## config.mk

```make
export PLATFORM = sky130hd
export DESIGN_NAME = companion_link_supervisor_flat
export DESIGN_NICKNAME = d
export VERILOG_FILES = /design/src/hdl/cls_pkg.sv /design/src/hdl/cls_evt_if.sv /design/src/hdl/cls_rsp_if.sv /design/src/hdl/cls_cfg_if.sv /design/src/hdl/cls_cfg.sv /design/src/hdl/cls_step.sv /design/src/hdl/companion_link_supervisor.sv /design/src/flat_wrapper.sv
export SDC_FILE = /design/constraint.sdc
export NUM_CORES = 1
export LEC_CHECK = 0
export BUFFER_PORTS_ARGS = -buffer_cell sky130_fd_sc_hd__buf_2
export CAP_MARGIN = 20
export CORE_UTILIZATION = 56
export DETAILED_ROUTE_END_ITERATION = 10
export PLACE_DENSITY = 0.79
export REMOVE_ABC_BUFFERS = 1
export SLEW_MARGIN = 5
export SYNTH_ARGS = -nofsm -noshare
export SYNTH_HDL_FRONTEND = slang
export SYNTH_SLANG_ARGS = --single-unit
```

## constraint.sdc

```tcl
create_clock -name clk -period 10 [get_ports clk]
set_input_delay 2 -clock clk [delete_from_list [all_inputs] [get_ports clk]]
set_output_delay 2 -clock clk [all_outputs]
set_load 0.005 [all_outputs]
```

## src/hdl/cls_pkg.sv

```systemverilog
// ----------------------------------------------------------------------------
// cls_pkg: shared types and constants
// Item layouts, register file layout, mode and message codes for the companion
// link supervisor.
// ----------------------------------------------------------------------------
`default_nettype none

package cls_pkg;

	// modes
	localparam logic [3:0] MODE_BOOT      = 4'd0;
	localparam logic [3:0] MODE_WAIT      = 4'd1;
	localparam logic [3:0] MODE_HANDSHAKE = 4'd2;
	localparam logic [3:0] MODE_IDLE      = 4'd3;
	localparam logic [3:0] MODE_ATTACHED  = 4'd4;
	localparam logic [3:0] MODE_ESCORT    = 4'd5;
	localparam logic [3:0] MODE_INTERACT  = 4'd6;
	localparam logic [3:0] MODE_LOWPWR    = 4'd7;
	localparam logic [3:0] MODE_DOCKED    = 4'd8;
	localparam logic [3:0] MODE_ERROR     = 4'd9;
	localparam logic [3:0] MODE_SLEEP     = 4'd10;

	// received message types
	localparam logic [3:0] MSG_ACK    = 4'd0;
	localparam logic [3:0] MSG_ATTACH = 4'd1;
	localparam logic [3:0] MSG_ESCORT = 4'd2;
	localparam logic [3:0] MSG_DOCK   = 4'd3;
	localparam logic [3:0] MSG_IDLE   = 4'd4;
	localparam logic [3:0] MSG_SERVO  = 4'd5;
	localparam logic [3:0] MSG_SOUND  = 4'd6;
	localparam logic [3:0] MSG_HALT   = 4'd7;
	localparam logic [3:0] MSG_RESET  = 4'd8;

	// payload status
	localparam logic [1:0] PSTAT_OK       = 2'd0;
	localparam logic [1:0] PSTAT_OVERSIZE = 2'd2;

	// item kind
	localparam logic ACT_TICK = 1'b0;

	// commands
	localparam logic [1:0] CMD_NONE  = 2'd0;
	localparam logic [1:0] CMD_SERVO = 2'd1;
	localparam logic [1:0] CMD_SOUND = 2'd2;
	localparam logic [1:0] CMD_STOP  = 2'd3;

	// send_mask bits
	localparam int SEND_HELLO     = 0;
	localparam int SEND_READY     = 1;
	localparam int SEND_HEARTBEAT = 2;
	localparam int SEND_LOWBATT   = 3;
	localparam int SEND_LINKERR   = 4;

	// behavior_flags bits
	localparam int FLAG_SLEEP    = 0;
	localparam int FLAG_LOWBATT  = 1;
	localparam int FLAG_ALERT    = 2;
	localparam int FLAG_ATTACHED = 3;
	localparam int FLAG_CONFUSED = 4;

	// status_bits bits
	localparam int ST_BATT_EN  = 0;
	localparam int ST_VALID    = 1;
	localparam int ST_CHARGING = 2;
	localparam int ST_ATTACHED = 3;
	localparam int ST_CONFUSED = 4;

	// register indexes
	localparam int CFG_IDX_W = 3;
	localparam int CFG_DATA_W = 16;
	localparam logic [CFG_IDX_W-1:0] CFG_HELLO_RETRY = 3'd0;
	localparam logic [CFG_IDX_W-1:0] CFG_HEARTBEAT   = 3'd1;
	localparam logic [CFG_IDX_W-1:0] CFG_LINK_LOST   = 3'd2;
	localparam logic [CFG_IDX_W-1:0] CFG_LOW_REPORT  = 3'd3;
	localparam logic [CFG_IDX_W-1:0] CFG_CRITICAL    = 3'd4;
	localparam logic [CFG_IDX_W-1:0] CFG_WARN        = 3'd5;

	localparam logic [31:0] REJECT_GAP_MS  = 32'd1000;
	localparam logic [7:0]  RECOVER_MARGIN = 8'd5;
	localparam logic [7:0]  CENTER_ANGLE   = 8'd90;
	localparam logic [7:0]  MAX_ANGLE      = 8'd180;

	typedef struct packed {
		logic        action;
		logic [31:0] now_ms;
		logic [3:0]  msg_type;
		logic [1:0]  payload_status;
		logic [31:0] session_in;
		logic [7:0]  left_in;
		logic [7:0]  right_in;
		logic [7:0]  track_in;
		logic [6:0]  battery_pct;
		logic [4:0]  status_bits;
	} evt_t;

	typedef struct packed {
		logic [3:0]  mode;
		logic [31:0] session_id;
		logic [4:0]  send_mask;
		logic [4:0]  behavior_flags;
		logic        dock_active;
		logic        dock_charging;
		logic [1:0]  command;
		logic [7:0]  left_angle;
		logic [7:0]  right_angle;
		logic [7:0]  track;
		logic        link_allowed;
		logic        reject_report;
	} rsp_t;

	typedef struct packed {
		logic [15:0] hello_retry_ms;
		logic [15:0] heartbeat_ms;
		logic [15:0] link_lost_ms;
		logic [15:0] low_report_ms;
		logic [6:0]  critical_pct;
		logic [6:0]  warn_pct;
	} cfg_t;

	typedef struct packed {
		logic [3:0]  mode;
		logic [31:0] session;
		logic [31:0] hello_time;
		logic [31:0] heartbeat_time;
		logic [31:0] receive_time;
		logic [31:0] low_report_time;
		logic [31:0] reject_time;
	} state_t;

	function automatic logic [7:0] sat_angle(input logic [7:0] a);
		return (a > MAX_ANGLE) ? MAX_ANGLE : a;
	endfunction

	function automatic logic remote_ok(input logic [3:0] mode, input logic [31:0] session);
		return (session != 32'd0) && (mode >= MODE_IDLE) && (mode <= MODE_DOCKED);
	endfunction

endpackage

`default_nettype wire

```

## src/hdl/cls_evt_if.sv

```systemverilog
// ----------------------------------------------------------------------------
// cls_evt_if: input item channel
// Valid/ready channel carrying one tick or received message.
// ----------------------------------------------------------------------------
`default_nettype none

interface cls_evt_if;
	logic          valid;
	logic          ready;
	cls_pkg::evt_t data;

	modport source(output valid, output data, input ready);
	modport sink(input valid, input data, output ready);
endinterface

`default_nettype wire

```

## src/hdl/cls_rsp_if.sv

```systemverilog
// ----------------------------------------------------------------------------
// cls_rsp_if: result item channel
// Valid/ready channel carrying one supervisor result.
// ----------------------------------------------------------------------------
`default_nettype none

interface cls_rsp_if;
	logic          valid;
	logic          ready;
	cls_pkg::rsp_t data;

	modport source(output valid, output data, input ready);
	modport sink(input valid, input data, output ready);
endinterface

`default_nettype wire

```

## src/hdl/cls_cfg_if.sv

```systemverilog
// ----------------------------------------------------------------------------
// cls_cfg_if: register write channel
// Valid/ready channel carrying a register index and write data.
// ----------------------------------------------------------------------------
`default_nettype none

interface cls_cfg_if;
	logic                            valid;
	logic                            ready;
	logic [cls_pkg::CFG_IDX_W-1:0]   index;
	logic [cls_pkg::CFG_DATA_W-1:0]  wdata;

	modport source(output valid, output index, output wdata, input ready);
	modport sink(input valid, input index, input wdata, output ready);
endinterface

`default_nettype wire

```

## src/hdl/cls_cfg.sv

```systemverilog
// ----------------------------------------------------------------------------
// cls_cfg: register file
// Holds the interval and battery threshold registers; always ready.
// ----------------------------------------------------------------------------
`default_nettype none

module cls_cfg (
	input  wire logic      clk,
	input  wire logic      arst_n,
	cls_cfg_if.sink        cfg,
	output cls_pkg::cfg_t  regs
);

	cls_pkg::cfg_t regs_q;

	assign cfg.ready = 1'b1;
	assign regs      = regs_q;

	always_ff @(posedge clk or negedge arst_n) begin
		if (!arst_n) begin
			regs_q.hello_retry_ms <= 16'd1000;
			regs_q.heartbeat_ms   <= 16'd1000;
			regs_q.link_lost_ms   <= 16'd3000;
			regs_q.low_report_ms  <= 16'd10000;
			regs_q.critical_pct   <= 7'd10;
			regs_q.warn_pct       <= 7'd20;
		end else if (cfg.valid) begin
			case (cfg.index)
				cls_pkg::CFG_HELLO_RETRY: regs_q.hello_retry_ms <= cfg.wdata[15:0];
				cls_pkg::CFG_HEARTBEAT:   regs_q.heartbeat_ms   <= cfg.wdata[15:0];
				cls_pkg::CFG_LINK_LOST:   regs_q.link_lost_ms   <= cfg.wdata[15:0];
				cls_pkg::CFG_LOW_REPORT:  regs_q.low_report_ms  <= cfg.wdata[15:0];
				cls_pkg::CFG_CRITICAL:    regs_q.critical_pct   <= cfg.wdata[6:0];
				cls_pkg::CFG_WARN:        regs_q.warn_pct       <= cfg.wdata[6:0];
				default: ;
			endcase
		end
	end

endmodule

`default_nettype wire

```

## src/hdl/cls_step.sv

```systemverilog
// ----------------------------------------------------------------------------
// cls_step: per-item update logic
// Next session state and result for one item, from the current state.
// ----------------------------------------------------------------------------
`default_nettype none

module cls_step (
	input  wire cls_pkg::state_t st,
	input  wire cls_pkg::cfg_t   cfg,
	input  wire cls_pkg::evt_t   e,
	output cls_pkg::state_t      nxt,
	output cls_pkg::rsp_t        rsp
);

	logic [31:0] d_hello, d_hb, d_rx, d_low, d_rej;
	logic        parsed, batt_ok, ok_pre;
	logic [7:0]  pct8, recover8;

	assign d_hello  = e.now_ms - st.hello_time;
	assign d_hb     = e.now_ms - st.heartbeat_time;
	assign d_rx     = e.now_ms - st.receive_time;
	assign d_low    = e.now_ms - st.low_report_time;
	assign d_rej    = e.now_ms - st.reject_time;
	assign parsed   = (e.payload_status == cls_pkg::PSTAT_OK);
	assign batt_ok  = e.status_bits[cls_pkg::ST_BATT_EN] & e.status_bits[cls_pkg::ST_VALID];
	assign ok_pre   = cls_pkg::remote_ok(st.mode, st.session);
	assign pct8     = {1'b0, e.battery_pct};
	assign recover8 = {1'b0, cfg.warn_pct} + cls_pkg::RECOVER_MARGIN;

	always_comb begin
		nxt = st;
		rsp = '0;
		if (e.action == cls_pkg::ACT_TICK) begin
			if (st.mode == cls_pkg::MODE_WAIT) begin
				if (d_hello >= {16'd0, cfg.hello_retry_ms}) begin
					nxt.hello_time = e.now_ms;
					rsp.send_mask[cls_pkg::SEND_HELLO] = 1'b1;
				end
			end else if (st.mode inside {[cls_pkg::MODE_IDLE:cls_pkg::MODE_DOCKED]}) begin
				if (batt_ok) begin
					if (e.battery_pct > cfg.critical_pct) begin
						if (st.mode == cls_pkg::MODE_LOWPWR && pct8 > recover8)
							nxt.mode = cls_pkg::MODE_IDLE;
					end else if (d_low >= {16'd0, cfg.low_report_ms}) begin
						nxt.low_report_time = e.now_ms;
						rsp.send_mask[cls_pkg::SEND_LOWBATT] = 1'b1;
						nxt.mode = cls_pkg::MODE_LOWPWR;
					end
				end
				if (d_hb >= {16'd0, cfg.heartbeat_ms}) begin
					nxt.heartbeat_time = e.now_ms;
					rsp.send_mask[cls_pkg::SEND_HEARTBEAT] = 1'b1;
				end
				// silence check uses the mode after the battery update
				if (st.mode != cls_pkg::MODE_LOWPWR &&
				    (nxt.mode == cls_pkg::MODE_ESCORT || nxt.mode == cls_pkg::MODE_INTERACT) &&
				    d_rx > {16'd0, cfg.link_lost_ms}) begin
					rsp.send_mask[cls_pkg::SEND_LINKERR] = 1'b1;
					nxt.mode       = cls_pkg::MODE_WAIT;
					nxt.session    = '0;
					nxt.hello_time = '0;
				end
			end
		end else begin
			nxt.receive_time = e.now_ms;
			if (e.payload_status != cls_pkg::PSTAT_OVERSIZE) begin
				case (e.msg_type)
					cls_pkg::MSG_ACK: begin
						if (parsed) begin
							nxt.session = e.session_in;
							nxt.mode    = cls_pkg::MODE_IDLE;
							rsp.send_mask[cls_pkg::SEND_READY] = 1'b1;
						end
					end
					cls_pkg::MSG_ATTACH: if (st.session != '0) nxt.mode = cls_pkg::MODE_ATTACHED;
					cls_pkg::MSG_ESCORT: if (st.session != '0) nxt.mode = cls_pkg::MODE_ESCORT;
					cls_pkg::MSG_DOCK:   if (st.session != '0) nxt.mode = cls_pkg::MODE_DOCKED;
					cls_pkg::MSG_IDLE:   if (st.session != '0) nxt.mode = cls_pkg::MODE_IDLE;
					cls_pkg::MSG_SERVO, cls_pkg::MSG_SOUND, cls_pkg::MSG_HALT: begin
						if (!ok_pre) begin
							if (d_rej > cls_pkg::REJECT_GAP_MS) begin
								nxt.reject_time   = e.now_ms;
								rsp.reject_report = 1'b1;
							end
						end else if (e.msg_type == cls_pkg::MSG_HALT) begin
							rsp.command     = cls_pkg::CMD_STOP;
							rsp.left_angle  = cls_pkg::CENTER_ANGLE;
							rsp.right_angle = cls_pkg::CENTER_ANGLE;
						end else if (parsed) begin
							if (e.msg_type == cls_pkg::MSG_SERVO) begin
								rsp.command     = cls_pkg::CMD_SERVO;
								rsp.left_angle  = cls_pkg::sat_angle(e.left_in);
								rsp.right_angle = cls_pkg::sat_angle(e.right_in);
							end else begin
								rsp.command = cls_pkg::CMD_SOUND;
								rsp.track   = e.track_in;
							end
						end
					end
					cls_pkg::MSG_RESET: begin
						nxt.mode           = cls_pkg::MODE_WAIT;
						nxt.session        = '0;
						nxt.hello_time     = '0;
						nxt.heartbeat_time = '0;
					end
					default: ;
				endcase
			end
		end

		rsp.mode       = nxt.mode;
		rsp.session_id = nxt.session;
		rsp.behavior_flags[cls_pkg::FLAG_SLEEP]    = (nxt.mode == cls_pkg::MODE_SLEEP);
		rsp.behavior_flags[cls_pkg::FLAG_LOWBATT]  = (nxt.mode == cls_pkg::MODE_LOWPWR);
		rsp.behavior_flags[cls_pkg::FLAG_ALERT]    = (nxt.mode == cls_pkg::MODE_ESCORT) ||
		                                             (nxt.mode == cls_pkg::MODE_INTERACT);
		rsp.behavior_flags[cls_pkg::FLAG_ATTACHED] = e.status_bits[cls_pkg::ST_ATTACHED];
		rsp.behavior_flags[cls_pkg::FLAG_CONFUSED] = e.status_bits[cls_pkg::ST_CONFUSED];
		rsp.dock_active   = (nxt.mode == cls_pkg::MODE_DOCKED);
		rsp.dock_charging = e.status_bits[cls_pkg::ST_VALID] & e.status_bits[cls_pkg::ST_CHARGING];
		rsp.link_allowed  = cls_pkg::remote_ok(nxt.mode, nxt.session);
	end

endmodule

`default_nettype wire

```

## src/hdl/companion_link_supervisor.sv

```systemverilog
// ----------------------------------------------------------------------------
// companion_link_supervisor: session supervisor for a serial companion link
// Input register, combinational state update, output register.
// ----------------------------------------------------------------------------
// Each item on evt is a periodic tick or one decoded received message with a
// wrapping millisecond timestamp; each gives exactly one item on rsp, in order.
// An item is captured in an input register; when it moves on, the update logic's
// new mode, session and event times are written into the supervisor state
// together with the result register. One item is taken every cycle while the
// result register is free or being taken: the state update is a single pass of
// compares and muxes, so the next item sees the updated state straight away. A
// result not yet taken holds the result register; the input register still takes
// one more item, and evt.ready drops only while both are full. Registers are
// written on cfg at any time (cfg.ready is always high) and should only be
// changed while the block is idle. Reset leaves the mode at wait-attach with no
// session and all times zero.
// ----------------------------------------------------------------------------
`default_nettype none

module companion_link_supervisor (
	input  wire logic   clk,
	input  wire logic   arst_n,
	cls_evt_if.sink     evt,
	cls_rsp_if.source   rsp,
	cls_cfg_if.sink     cfg
);

	cls_pkg::cfg_t   regs;
	cls_pkg::state_t st_q, st_nxt;
	cls_pkg::evt_t   evt_s1;
	logic            vld_s1;
	cls_pkg::rsp_t   rsp_nxt, rsp_s2;
	logic            vld_s2;
	logic            advance;

	// item in stage 1 moves on when the result register is free or being taken
	assign advance   = vld_s1 & (~vld_s2 | rsp.ready);
	assign evt.ready = ~vld_s1 | advance;
	assign rsp.valid = vld_s2;
	assign rsp.data  = rsp_s2;

	cls_cfg u_cfg (
		.clk    (clk),
		.arst_n (arst_n),
		.cfg    (cfg),
		.regs   (regs)
	);

	cls_step u_step (
		.st  (st_q),
		.cfg (regs),
		.e   (evt_s1),
		.nxt (st_nxt),
		.rsp (rsp_nxt)
	);

	// valid bits
	always_ff @(posedge clk or negedge arst_n) begin
		if (!arst_n) begin
			vld_s1 <= 1'b0;
			vld_s2 <= 1'b0;
		end else begin
			if (evt.valid && evt.ready)
				vld_s1 <= 1'b1;
			else if (advance)
				vld_s1 <= 1'b0;
			if (advance)
				vld_s2 <= 1'b1;
			else if (rsp.ready)
				vld_s2 <= 1'b0;
		end
	end

	// payload registers
	always_ff @(posedge clk) begin
		if (evt.valid && evt.ready)
			evt_s1 <= evt.data;
		if (advance)
			rsp_s2 <= rsp_nxt;
	end

	// supervisor state
	always_ff @(posedge clk or negedge arst_n) begin
		if (!arst_n) begin
			st_q <= '{mode: cls_pkg::MODE_WAIT, default: '0};
		end else if (advance) begin
			st_q <= st_nxt;
		end
	end

endmodule

`default_nettype wire

```

## src/flat_wrapper.sv

```systemverilog
// flat-port wrapper written by rule: the top's interface ports become plain ports
module companion_link_supervisor_flat 
  (clk, arst_n, evt_valid, evt_data, evt_ready, rsp_valid, rsp_data, rsp_ready, cfg_valid, cfg_index, cfg_wdata, cfg_ready);
  cls_evt_if evt_i ();
  cls_rsp_if rsp_i ();
  cls_cfg_if cfg_i ();
  input  wire logic clk;
  input  wire logic arst_n;
  input wire logic [$bits(evt_i.valid)-1:0] evt_valid;
  input wire logic [$bits(evt_i.data)-1:0] evt_data;
  output wire logic [$bits(evt_i.ready)-1:0] evt_ready;
  output wire logic [$bits(rsp_i.valid)-1:0] rsp_valid;
  output wire logic [$bits(rsp_i.data)-1:0] rsp_data;
  input wire logic [$bits(rsp_i.ready)-1:0] rsp_ready;
  input wire logic [$bits(cfg_i.valid)-1:0] cfg_valid;
  input wire logic [$bits(cfg_i.index)-1:0] cfg_index;
  input wire logic [$bits(cfg_i.wdata)-1:0] cfg_wdata;
  output wire logic [$bits(cfg_i.ready)-1:0] cfg_ready;
  assign evt_i.valid = evt_valid;
  assign evt_i.data = evt_data;
  assign evt_ready = evt_i.ready;
  assign rsp_valid = rsp_i.valid;
  assign rsp_data = rsp_i.data;
  assign rsp_i.ready = rsp_ready;
  assign cfg_i.valid = cfg_valid;
  assign cfg_i.index = cfg_index;
  assign cfg_i.wdata = cfg_wdata;
  assign cfg_ready = cfg_i.ready;
  companion_link_supervisor u_core (.clk(clk), .arst_n(arst_n), .evt(evt_i), .rsp(rsp_i), .cfg(cfg_i));
endmodule
```

==> impl_metrics.ini, run 1 <==
[clocking]
path_clk_slew_ns = 0.06
cts-hold-fix-buffers = 0
cts_tree = built
cts_inserted_buffers = 51
clk_path_buf_depth = 3
postCtsSetupBuffers = 0
cts_resized = 0
clk_latency_ns = 0.61
cts_num_sinks = 459
cts_root_buf = clkbuf_16
h-tree-depth = 2

[global_routing]
grt.busiest_layer = met2
grt_max_degree = 175
grt.total_usage = 0.295
grt_pass1_vias = 23500
gr-total-overflow = 0
antenna_found_initial = 2
met1_usage = 0.384
grtUsageMet3 = 0.0366
grt_use_met2 = 0.506
grt_pass1_wl_mm = 124

[yosys]
synth_area_leaders = dfrtp_1 21%, edfxtp_1 19%, ha_1 10%, mux2_2 4.7%, inv_1 3.7%
ys_types = 98
synth_common_cells = 283 x inv_1, 247 x dfrtp_1, 234 x ha_1
ys_seq_area_frac = 0.432
synth_area_per_cell_um2 = 9.94
synthFlopType = dfrtp_1
async_flop_share = 0.601
ys_warn_count = 0
synth_area_um2 = 28800
netlist.area_leader.share = 0.215
ys_ff_latch = 459
yosys.area.top_type = dfrtp_1
synth_edf_count = 183
synth_most_common_cell = inv_1
syn_inst = 2897

[outcome]
outcome = complete, no violations

[cells_and_area]
drive_gt1_frac = 0.166
utilization = 0.642
layout.cells.non_filler = 3805
final_net_count = 3460
area_growth_pct = 12.5
num_antenna_cells = 0

[floorplan]
die_w_um = 229
coreArea_um2 = 50500
row_count = 82
start_util = 0.571
die-height_um = 229
die_area_um2 = 52400
io_pins = 210

[placement]
port_buffers = 208
hpwl_mm = 56.4
place_inst = 3707
gp_congestion = 0.926
dp_slack_ns = 3.30

[route]
wirelength_mm = 77.5
first_pass_iters = 6
vias = 23600
vias_per_cell = 6.21
drtIter0Drc = 1912
ant_nets = 0
routedWlPerCell_um = 20.4
drc = 0

[power_and_ir_drop]
p_per_area_nw_per_um2 = 270
total_power_mw = 8.77
leakagePower_nw = 14.3
ir_drop_mv = 0.223

[sta]
tightest_slew_ns = 1.10
rsz0062_at_grt = no
hold_violations = 0
finalMaxSlewViolations = 0
worst_clock_skew_ns = 0.0193
setup_slack_ns = 2.96
relSlewSlack = 0.262
setup_tns_ns = 0
fmax_mhz = 142
setup_viol = 0
period_minus_slack_ns = 7.04
post-route-period-util = 0.704

[worst_setup_path]
crit_arrival_ns = 7.58
setup.worst_path.class = reg2reg
critPathMaxFanout = 32
slowest_delay_ns = 0.69
critPathRequiredTime_ns = 10.55
startpoint_type = flop
critPathSlowestCell = edfxtp_1
end_kind = flop

[worst_hold_path]
hp-class = reg2reg

[flow_run]
cap_violations = 0
area by class of cell:
type | count | area (um^2)
fill | 4040 | 18100
multi-input combinational | 2051 | 14900
sequential | 459 | 12400
clock buffer | 68 | 1450
timing repair buffer | 241 | 1360
inverter | 286 | 1080
tap | 672 | 841
clock inverter | 28 | 338
sequential cells by signal (all words and copies together), names as in the netlist:
| register | count |
|---|---|
| u_core.rsp.data | 76 |
| u_core.u_cfg.regs | 78 |
| u_core.rsp.valid | 1 |
| u_core.vld_s1 | 1 |
| u_core.evt_s1 | 107 |
| u_core.st_q | 196 |
path summary, 6_finish.rpt:
check / from / to / slack (ns) / cells after the start
max: u_core.evt_s1[75]$_DFFE_PP_ / u_core.st_q[133]$_DFFE_PN0P_ / 2.96 / 28
min reg2reg: u_core.evt_s1[3]$_DFFE_PP_ / u_core.rsp.data[33]$_DFFE_PP_ / 0.44 / 0
max reg2reg: u_core.evt_s1[75]$_DFFE_PP_ / u_core.st_q[133]$_DFFE_PN0P_ / 2.96 / 28
max in group asynchronous: arst_n / u_core.u_cfg.regs[25]$_DFFE_PN0P_ / 7.02 / 2
min in group asynchronous: arst_n / u_core.st_q[20]$_DFFE_PN0P_ / 1.43 / 1
min: u_core.evt_s1[3]$_DFFE_PP_ / u_core.rsp.data[33]$_DFFE_PP_ / 0.44 / 0
layout by cell type (no fill, tap or decap), types with 39 or more instances in the layout:
cell	n
ha_1	234
clkbuf_16	53
xnor2_1	60
a21oi_1	163
a22o_1	65
buf_2	207
o21ai_1	41
nand4_1	39
nand3_1	81
xor2_1	39
nor2_1	153
edfxtp_1	183
nor3_1	44
o21ai_0	177
nand2_1	194
mux2_2	121
inv_1	283
dfrtp_1	247
nand2b_1	40
a21o_1	70
worst max-delay path: cells and delay by family (launching register included):
kind            cells  cell delay (ns)
compound gates     13             2.94
simple gates       11             2.17
flops               1             0.69
fa+ha+maj           2             0.59
buf+inv             1             0.42
xor+xnor            1             0.14
per-layer routing:
metal,part of all wire,wire (um)
met5,0,0
met4,0.034,2640
met3,0.058,4530
met2,0.49,37700
met1,0.42,32600
cell families (layout without fill, tap and decap cells):
kind of cell | count (synthesis) | count (layout) | share of synthesized area
compound gates | 809 | 809 | 0.187
other cells | 1 | 1 | 0.000130
simple gates | 734 | 734 | 0.129
mux | 169 | 169 | 0.0653
fa+ha+maj | 239 | 239 | 0.105
flops | 459 | 459 | 0.432
xor+xnor | 99 | 99 | 0.0301
buf+inv | 387 | 623 | 0.0522
report_power, final:
group / internal (mW) / switching, mW / total (mW) / leakage, nW
clock: 1.16 / 0.804 / 1.97 / 0.848
sequential: 2.42 / 0.259 / 2.68 / 5.23
combinational: 1.73 / 2.40 / 4.12 / 8.21
total: 5.31 / 3.46 / 8.77 / 14.3
metrics by stage:
stage / hold slack, ns / cell area [um^2]
after floorplan: 0.400 / 28400
after global placement: 0.421 / 30500
after detailed placement: 0.418 / 30600
after CTS: 0.446 / 32400
after global routing: 0.455 / 32400
final: 0.440 / 32400
(Power assumes the default switching activity.)
==> run 2: changes to the inputs <==
Settings changed: PLACE_DENSITY 0.79 to 0.82.
Clock period 10 ns to 6.45 ns, I/O delays scaled along.
==> impl_metrics.ini, run 2 (same netlist as run 1, synthesis figures left out) <==
[sta]
worst_clock_skew_ns = 0.0165
period_minus_slack_ns = 6.11
fmax_mhz = 164
setup_viol = 0
relSlewSlack = 0.288
tightest_slew_ns = 1.07
post-route-period-util = 0.948
setup_tns_ns = 0
hold_violations = 0
finalMaxSlewViolations = 0

[worst_setup_path]
worst-r2r-cell-count = 28
crit_arrival_ns = 6.65
slowest_delay_ns = 0.57
critPathSlowestCell = or4b_1
cp.depth = 28
timing.rr.end = u_core.st_q[157]$_DFFE_PN0P_
end_kind = flop
critPathRequiredTime_ns = 6.98
r2r_start = u_core.evt_s1[75]$_DFFE_PP_
critPathMaxFanout = 8
worst-path-buf-inv = 1
r2r_slack_ns = 0.34
startpoint_type = flop
setup.worst_path.class = reg2reg
path_common_cell = a21oi_1
crit_family = compound AO/OA/AOI/OAI gates

[power_and_ir_drop]
ir_drop_mv = 0.278
leakagePower_nw = 14.3
p_per_area_nw_per_um2 = 416

[cells_and_area]
layout.cells.non_filler = 3822
largest_register = u_core.st_q
layout_commonest_cell = inv_1
drive_gt1_frac = 0.169
area_growth_pct = 12.6
num_antenna_cells = 0
design_area_um2 = 32400
layout_common_cells = 282 x inv_1, 247 x dfrtp_1, 234 x ha_1
largest_register_ffs = 196
final_net_count = 3478

[clocking]
cts_root_buf = clkbuf_16
h-tree-depth = 2
cts-hold-fix-buffers = 0
clk_latency_ns = 0.60
clk_path_buf_depth = 3
path_clk_slew_ns = 0.06
cts_tree = built
cts_inserted_buffers = 50
cts_num_sinks = 459

[floorplan]
io_pins = 210
die_w_um = 229
coreArea_um2 = 50500
row_count = 82
start_util = 0.571
die-height_um = 229
die_area_um2 = 52400

[route]
vias = 23800
vias_per_cell = 6.22
drc = 0
routedWlPerCell_um = 20.8
first_pass_iters = 6
ant_nets = 0
wirelength_mm = 79.3
drtIter0Drc = 2025

[outcome]
outcome = complete, no violations

[placement]
gp_congestion = 0.976
port_buffers = 208
hpwl_mm = 57.7
dpl_cell_area_um2 = 30700
place_inst = 3720

[global_routing]
grt_max_degree = 115
grt_pass1_vias = 23700
met1_usage = 0.383
gr-total-overflow = 0
grt.total_usage = 0.297
grt_use_met2 = 0.512
grtUsageMet3 = 0.0352
antenna_found_initial = 0
grt.busiest_layer = met2
grt_pass1_wl_mm = 125

[worst_hold_path]
worstHoldPathCells = 0
min_from = u_core.evt_s1[4]$_DFFE_PP_
hp-class = reg2reg
holdPathEnd = u_core.rsp.data[34]$_DFFE_PP_

[flow_run]
cap_violations = 0
## run 2: cell types whose count changed in the layout (fill, tap and decap cells not counted), sizes merged
cell / previous run / this run
bufinv: 5 / 4
buf: 240 / 259
clkinv: 11 / 13
inv: 289 / 288
clkinvlp: 9 / 2
clkbuf: 69 / 74
## run 2: metal layers
metal  part of all wire  vias to the layer above  wire length (um)
li1                   -                    11100                 -
met1               0.41                    11600             32900
met3              0.064                      208              5070
met4              0.038                        0              3050
met5                  0                        -                 0
met2               0.48                      949             38300
## run 2: worst max-delay path by stage
stage,start,end,slack (ns)
2_1_floorplan,u_core.evt_s1[74]$_DFFE_PP_,u_core.st_q[128]$_DFFE_PN0P_,0.35
3_5_place_dp,u_core.evt_s1[74]$_DFFE_PP_,u_core.st_q[137]$_DFFE_PN0P_,0.26
5_1_grt,u_core.evt_s1[74]$_DFFE_PP_,u_core.st_q[137]$_DFFE_PN0P_,-0.06
6_report,u_core.evt_s1[75]$_DFFE_PP_,u_core.st_q[157]$_DFFE_PN0P_,0.34
3_3_place_gp,u_core.evt_s1[74]$_DFFE_PP_,u_core.st_q[129]$_DFFE_PN0P_,0.55
4_1_cts,u_core.evt_s1[74]$_DFFE_PP_,u_core.st_q[141]$_DFFE_PN0P_,0.21
## run 2: timing repair
item	in CTS	in global routing
buffers inserted	0	5
gates resized for setup	0	8
endpoints found under the setup margin	0	33
## run 2: final cells by class
type / count / area [um^2]
inverter: 286 / 1080
tap: 672 / 841
fill: 3982 / 18000
clock inverter: 21 / 231
multi-input combinational: 2051 / 14900
timing repair buffer: 260 / 1500
sequential: 459 / 12400
clock buffer: 73 / 1430
## run 2: worst register-to-register path: cells and delay by family (launching register included)
kind | cells | cell delay [ns]
buffers and inverters | 1 | 0.25
XOR/XNOR | 1 | 0.14
AO/OA/AOI/OAI | 13 | 2.50
AND/OR/NAND/NOR | 11 | 2.18
adder cells (fa/ha/maj) | 2 | 0.56
flip-flops | 1 | 0.42
## run 2: where the power goes
| part | internal [mW] | switching [mW] |
|---|---|---|
| clock | 1.70 | 1.22 |
| combinational | 2.71 | 3.72 |
| sequential | 3.75 | 0.413 |
| total | 8.16 | 5.35 |
## run 2: through the flow
stage               power, mW   util  setup WS [ns]  hold WS [ns]
floorplan                8.73      -          0.353         0.400
global placement         10.2  0.608          0.552         0.407
global route             14.4  0.643        -0.0605         0.443
CTS                      13.4  0.641          0.208         0.432
finish                   13.5  0.643          0.335         0.431
detailed placement       10.5  0.608          0.262         0.411
